**src/vtp_pkg.sv**
```systemverilog
// Shared constants, types and helper functions of the vertex transform core.
package vtp_pkg;

    localparam int FieldW       = 16;
    localparam int CoefFracBits = 12;
    localparam int FracQ        = 12;
    localparam int OneQ12       = 4096;
    localparam int ProdW        = 32;
    localparam int AccW         = 34;
    localparam int MagW         = 33;
    localparam int NumW         = 46;
    localparam int DenW         = 34;
    localparam int RemW         = 34;
    localparam int DivStages    = NumW;
    localparam int NdcW         = 32;
    localparam int NdcLimit     = 2 ** 30;
    localparam int VpW          = 12;
    localparam int VpProdW      = 46;
    localparam int RndW         = 34;
    localparam int RndShift     = 13;
    localparam int SatW         = 48;
    localparam int RowW         = 64;
    localparam int CfgIdxW      = 3;

    // Configuration register indexes.
    localparam logic [CfgIdxW-1:0] RegRow0   = 3'd0;
    localparam logic [CfgIdxW-1:0] RegRow1   = 3'd1;
    localparam logic [CfgIdxW-1:0] RegRow2   = 3'd2;
    localparam logic [CfgIdxW-1:0] RegRow3   = 3'd3;
    localparam logic [CfgIdxW-1:0] RegWidth  = 3'd4;
    localparam logic [CfgIdxW-1:0] RegHeight = 3'd5;
    localparam logic [CfgIdxW-1:0] RegOrigin = 3'd6;

    localparam logic [VpW-1:0] WidthReset  = 12'd299;
    localparam logic [VpW-1:0] HeightReset = 12'd189;
    localparam logic [VpW-1:0] OriginReset = 12'd190;

    // Side information that travels with a vertex through the divider.
    typedef struct packed {
        logic [2:0] neg;
        logic       divided;
    } vtp_meta_t;

    // Saturate a wide signed value to 16-bit signed.
    function automatic logic signed [FieldW-1:0] sat16(input logic signed [SatW-1:0] v);
        logic signed [FieldW-1:0] r;
        if (v > SatW'(32767)) begin
            r = 16'sh7fff;
        end else if (v < -SatW'(32768)) begin
            r = 16'sh8000;
        end else begin
            r = v[FieldW-1:0];
        end
        return r;
    endfunction

    // Divide by 2^13 and round to nearest, ties away from zero.
    function automatic logic signed [RndW-1:0] round_q13(input logic signed [VpProdW-1:0] n);
        logic [VpProdW-1:0] mag;
        logic [VpProdW-1:0] q;
        mag = (n < 0) ? VpProdW'(-n) : VpProdW'(n);
        q   = (mag + VpProdW'(1 << (RndShift - 1))) >> RndShift;
        return (n < 0) ? -$signed(RndW'(q)) : $signed(RndW'(q));
    endfunction

endpackage

```
**src/vtp_viewport.sv**
```systemverilog
// Sign restore, viewport mapping, rounding and saturation, four pipeline stages.
module vtp_viewport
    import vtp_pkg::*;
(
    input  logic                        aclk,
    input  logic                        aresetn,
    input  logic                        en,
    input  logic                        in_valid,
    input  logic [2:0][NumW-1:0]        in_quo,
    input  vtp_meta_t                   in_meta,
    input  logic [VpW-1:0]              width_m1,
    input  logic [VpW-1:0]              height_m1,
    input  logic [VpW-1:0]              y_origin,
    output logic                        m_valid,
    output logic signed [FieldW-1:0]    m_screen_x,
    output logic signed [FieldW-1:0]    m_screen_y,
    output logic signed [FieldW-1:0]    m_depth,
    output logic                        m_divided
);

    logic                        v1_reg, v2_reg, v3_reg, v4_reg;
    logic signed [NdcW-1:0]      ndc_next [3];
    logic signed [NdcW-1:0]      ndc_reg  [3];
    logic                        div1_reg, div2_reg, div3_reg, div4_reg;
    logic signed [VpProdW-1:0]   px_reg, py_reg;
    logic signed [FieldW-1:0]    dep2_reg, dep3_reg, dep4_reg;
    logic signed [RndW-1:0]      rx_reg, ry_reg;
    logic signed [FieldW-1:0]    sx_reg, sy_reg;

    // Valid bits of the four stages; the last one is the output register.
    always_ff @(posedge aclk) begin
        if (!aresetn) begin
            v1_reg <= 1'b0;
            v2_reg <= 1'b0;
            v3_reg <= 1'b0;
            v4_reg <= 1'b0;
        end else if (en) begin
            v1_reg <= in_valid;
            v2_reg <= v1_reg;
            v3_reg <= v2_reg;
            v4_reg <= v3_reg;
        end
    end

    // Stage 1: clamp the quotient magnitude and restore the sign. Any value
    // beyond the clamp saturates every later result anyway.
    always_comb begin
        logic [NdcW-1:0] mag;
        for (int l = 0; l < 3; l++) begin
            mag = (in_quo[l] > NumW'(NdcLimit)) ? NdcW'(NdcLimit) : in_quo[l][NdcW-1:0];
            ndc_next[l] = in_meta.neg[l] ? -$signed(mag) : $signed(mag);
        end
    end

    always_ff @(posedge aclk) begin
        if (en) begin
            for (int l = 0; l < 3; l++) begin
                ndc_reg[l] <= ndc_next[l];
            end
            div1_reg <= in_meta.divided;
        end
    end

    // Stage 2: scale by the viewport size; depth saturates here.
    always_ff @(posedge aclk) begin
        if (en) begin
            px_reg   <= VpProdW'((NdcW+1)'(ndc_reg[0]) + (NdcW+1)'(OneQ12))
                      * VpProdW'($signed({1'b0, width_m1}));
            py_reg   <= VpProdW'((NdcW+1)'(OneQ12) - (NdcW+1)'(ndc_reg[1]))
                      * VpProdW'($signed({1'b0, height_m1}));
            dep2_reg <= sat16(SatW'(ndc_reg[2]));
            div2_reg <= div1_reg;
        end
    end

    // Stage 3: halve the NDC span and round to whole pixels.
    always_ff @(posedge aclk) begin
        if (en) begin
            rx_reg   <= round_q13(px_reg);
            ry_reg   <= round_q13(py_reg);
            dep3_reg <= dep2_reg;
            div3_reg <= div2_reg;
        end
    end

    // Stage 4: add the row origin and saturate into the output register.
    always_ff @(posedge aclk) begin
        if (en) begin
            sx_reg   <= sat16(SatW'(rx_reg));
            sy_reg   <= sat16(SatW'(ry_reg) + SatW'($signed({1'b0, y_origin})));
            dep4_reg <= dep3_reg;
            div4_reg <= div3_reg;
        end
    end

    assign m_valid    = v4_reg;
    assign m_screen_x = sx_reg;
    assign m_screen_y = sy_reg;
    assign m_depth    = dep4_reg;
    assign m_divided  = div4_reg;

endmodule

```
**config.mk**
```make
export PLATFORM = sky130hd
export DESIGN_NAME = vtp_viewport
export DESIGN_NICKNAME = d
export VERILOG_FILES = /design/src/vtp_pkg.sv /design/src/vtp_viewport.sv
export SDC_FILE = /design/constraint.sdc
export NUM_CORES = 2
export LEC_CHECK = 0
export ABC_AREA = 1
export BUFFER_PORTS_ARGS = -buffer_cell sky130_fd_sc_hd__buf_4
export CAP_MARGIN = 20
export CORE_AREA = 2 2 306 308
export CTS_CLUSTER_DIAMETER = 60
export CTS_CLUSTER_SIZE = 30
export DETAILED_ROUTE_END_ITERATION = 8
export DIE_AREA = 0 0 308 310
export PLACE_DENSITY = 0.82
export SKIP_LAST_GASP = 1
export SLEW_MARGIN = 20
export SYNTH_ARGS = -nofsm -noshare
export SYNTH_HDL_FRONTEND = slang
export SYNTH_SLANG_ARGS = --single-unit
export TNS_END_PERCENT = 30
```
**constraint.sdc**
```tcl
create_clock -name aclk -period 15 [get_ports aclk]
set_input_delay 0.75 -clock aclk [delete_from_list [all_inputs] [get_ports aclk]]
set_output_delay 0.75 -clock aclk [all_outputs]
set_load 0.01 [all_outputs]
```
==> results.toml <==
[run_status]
status = "finished, violations left"
failed_checks = "design-rule violations"

[drt]
detail-route-antenna-nets = 0
drc = 1
route.final.wire_length_um = 123000
detail_route.iter0.violations = 2918
detail_route.wl_per_cell_um = 15.3
routed_via_count = 42500
drt_first_pass_iters = 8
route.detailed.vias_per_inst = 5.29

[pwr]
power.share.clock_pct = 7.0
combinationalPowerShare_pct = 77.7
static_leakage_power_uw = 0.0283
peakVddDrop_mv = 0.207
internal_power_uw = 6390
seqPwrFrac_pct = 15.3
power.switching_uw = 7390
power.density_nw_per_um2 = 249
netSwitchingFraction_pct = 53.6

[die]
die_area_sq_um = 95500
start_util_pct = 55.3
std_cell_rows = 112
die_height_um = 310
core-area_sq_um = 92500
io-pin-count = 232
die_width_um = 308

[cells_and_area]
final_nets = 7908
area_growth_syn_to_layout_pct = 7.96
number_of_flip_flops_under_the_largest_register_name = 96
post_route_cells_drive_above_1_share_pct = 7.73
fill_cells = 8070
ff_latch_area_sq_um = 10300
finalCoreUtilization_pct = 59.7
multi_input_comb_area_sq_um = 34700

[placed_design]
placement.io_buffers = 231
place_congestion = 0.945
hpwl_reported_at_the_end_of_detailed_placement_um = 101000

[yosys]
yosys.cell_count.top_type = "sky130_fd_sc_hd__nand2_1"
post_synth_instance_area_sq_um = 51200
post-synth-top-area-fraction_pct = 27.3
async_flop_share_pct = 0
syn-num-nets = 7774
synth-edff-count = 340
warning_count_from_the_yosys_run = 0
syn_area_per_cell_sq_um = 7.67
synth_area_leader_cell = "sky130_fd_sc_hd__fa_1"
synth_top_cells_by_area = "sky130_fd_sc_hd__fa_1 (27%), sky130_fd_sc_hd__edfxtp_1 (20%), sky130_fd_sc_hd__nand2_1 (13%)"
postSynthCellCount = 6672
netlist-cell-type-count = 57
synth_commonest_cells = "sky130_fd_sc_hd__nand2_1 (1705), sky130_fd_sc_hd__inv_1 (1473), sky130_fd_sc_hd__nor2_1 (755)"
yosysSeqAreaShare_pct = 20.1
postSynth.topFlopCell = "sky130_fd_sc_hd__edfxtp_1"
postSynthRegisterBits = 344

[setup_path]
worst-endpoint-required_ns = 15.32
crit_path_max_fanout = 14
critPathKind = "reg2reg"
timing.critical_path.slowest_cell_delay_ns = 0.81
critPathSlowestCell = "sky130_fd_sc_hd__fa_1"
register_to_register_setup_slack_ns = 6.69
timing.critical_path.arrival_ns = 8.63
end_kind = "register"
startpoint_type = "register"
cell_repeated_most_along_the_worst_path = "sky130_fd_sc_hd__inv_1"

[sta]
period_share_pct = 55.4
setup_repair_after_global_routing_missed_its_margin = "false"
hold_viol = 0
setup_total_negative_slack_ns = 0
fmax_mhz = 120
worst_clock_skew_ns = 0.0204
fin_crit_ns = 8.31
setup_viol_count_final = 0
timing.max_slew.rel_slack_pct = 3.34
finalHoldWorstSlack_ns = 0.359
worstMarginPinSlew_ns = 1.45
timing.final.max_slew_violations = 0

[clock_network]
holdBufCountCts = 0
cts_max_path_buffers = 3
cts.clk_slew.worst_paths_ns = 0.07
clkLatencyLatePin_ns = 0.57
cts_setup_buffers = 0
ctsRootBufferMaster = "sky130_fd_sc_hd__clkbuf_16"
clock_tree.htree_level_count = 2
clock-sinks = 344
post_cts_resize_count = 0
cts_made_buffers = 35
tritoncts = "built"

[global_route]
gr-usage-met1_pct = 33.5
grtUsageMet2_pct = 44.7
largest_net_degree_at_the_start_of_global_routing = 192
grt_antenna_before_repair = 1
grt_pass1_vias = 42700
grt_use_total_pct = 26.1
gr-usage-met3_pct = 5.14
grt_most_used_layer = "met2"
globalRoute.totalOverflow = 0
global_route_wire_length_before_repair_um = 204000

[min_path]
hold_path.class = "in2reg"

[job]
max-cap-violations = 0
==> per-layer routing <==
layer | wire (um) | vias up
met3 | 10200 | 258
met2 | 59200 | 1632
li1 | - | 20400
met1 | 50000 | 20200
met4 | 3730 | 0
met5 | 0 | -
==> logic make-up after synthesis <==
family / Yosys count / synth area share (%)
adders and majority gates: 920 / 32.7
buffers and inverters: 1646 / 12.2
AOI/OAI and AO/OA: 393 / 4.37
xor gates and xnor gates: 264 / 4.56
DFF: 344 / 20.1
and+or+nand+nor: 3105 / 26.1
==> critical path: cells and delay by family (launching register included) <==
family	cells	cell delay [ns]
buf+inv	9	0.97
flops	1	0.63
fa+ha+maj	7	3.47
compound gates	6	1.16
xor+xnor	1	0.09
simple gates	12	1.72
==> cell type report <==
| type | instances | share of cell area, % |
|---|---|---|
| multi-input combinational | 4682 | 62.8 |
| sequential | 344 | 18.6 |
| inverter | 1502 | 10.2 |
| timing repair buffer | 241 | 3.31 |
| tap | 1197 | 2.71 |
| clock buffer | 35 | 1.59 |
| clock inverter | 28 | 0.790 |
| antenna | 1 | 0.00453 |
==> layout by cell type (no fill, tap or decap), types with 16 or more instances in the layout <==
cell / instances
sky130_fd_sc_hd__nand2_1: 1705
sky130_fd_sc_hd__inv_1: 1473
sky130_fd_sc_hd__nor2_1: 755
sky130_fd_sc_hd__fa_1: 697
sky130_fd_sc_hd__edfxtp_1: 340
sky130_fd_sc_hd__buf_4: 239
sky130_fd_sc_hd__nand3_1: 238
sky130_fd_sc_hd__ha_1: 223
sky130_fd_sc_hd__xor2_1: 158
sky130_fd_sc_hd__a21oi_1: 141
sky130_fd_sc_hd__o21ai_0: 131
sky130_fd_sc_hd__xnor2_1: 103
sky130_fd_sc_hd__nand4_1: 94
sky130_fd_sc_hd__nand2_2: 64
sky130_fd_sc_hd__nor3_1: 50
sky130_fd_sc_hd__nor2_2: 42
sky130_fd_sc_hd__nor4_1: 38
sky130_fd_sc_hd__clkbuf_16: 35
sky130_fd_sc_hd__a31oi_1: 33
sky130_fd_sc_hd__nor2_4: 26
sky130_fd_sc_hd__nand3_2: 19
sky130_fd_sc_hd__nand3b_1: 18
sky130_fd_sc_hd__or2_2: 17
sky130_fd_sc_hd__inv_2: 17
sky130_fd_sc_hd__nand2_4: 16
==> power groups by stage <==
stage | clock (uW) | sequential, uW | combinational [uW]
after floorplan | 0 | 2070 | 8130
after global placement | 0 | 2120 | 10400
after detailed placement | 0 | 2130 | 10600
after CTS | 988 | 2110 | 10700
after global routing | 1020 | 2150 | 12200
final | 961 | 2110 | 10700
==> path summary, 6_finish.rpt <==
kind	to	cells past startpoint	from
setup / recovery	py_reg[43]	35	ndc_reg[0][32]
hold / removal	div1_reg	1	in_meta[0]
setup reg to reg	py_reg[43]	35	ndc_reg[0][32]
hold reg to reg	dep3_reg[8]	0	dep2_reg[8]
==> through the flow <==
step                setup WS (ns)  total power [uW]  area, sq um  cells
global placement             6.87             12500        53900   7966
global route                 6.02             15300        55200   8030
detailed placement           6.83             12700        53900   7966
floorplan                    7.67             10200        51200   6672
CTS                          6.81             13800        55200   8029
finish                       6.69             13800        55200   8030
(Power assumes the default switching activity.)
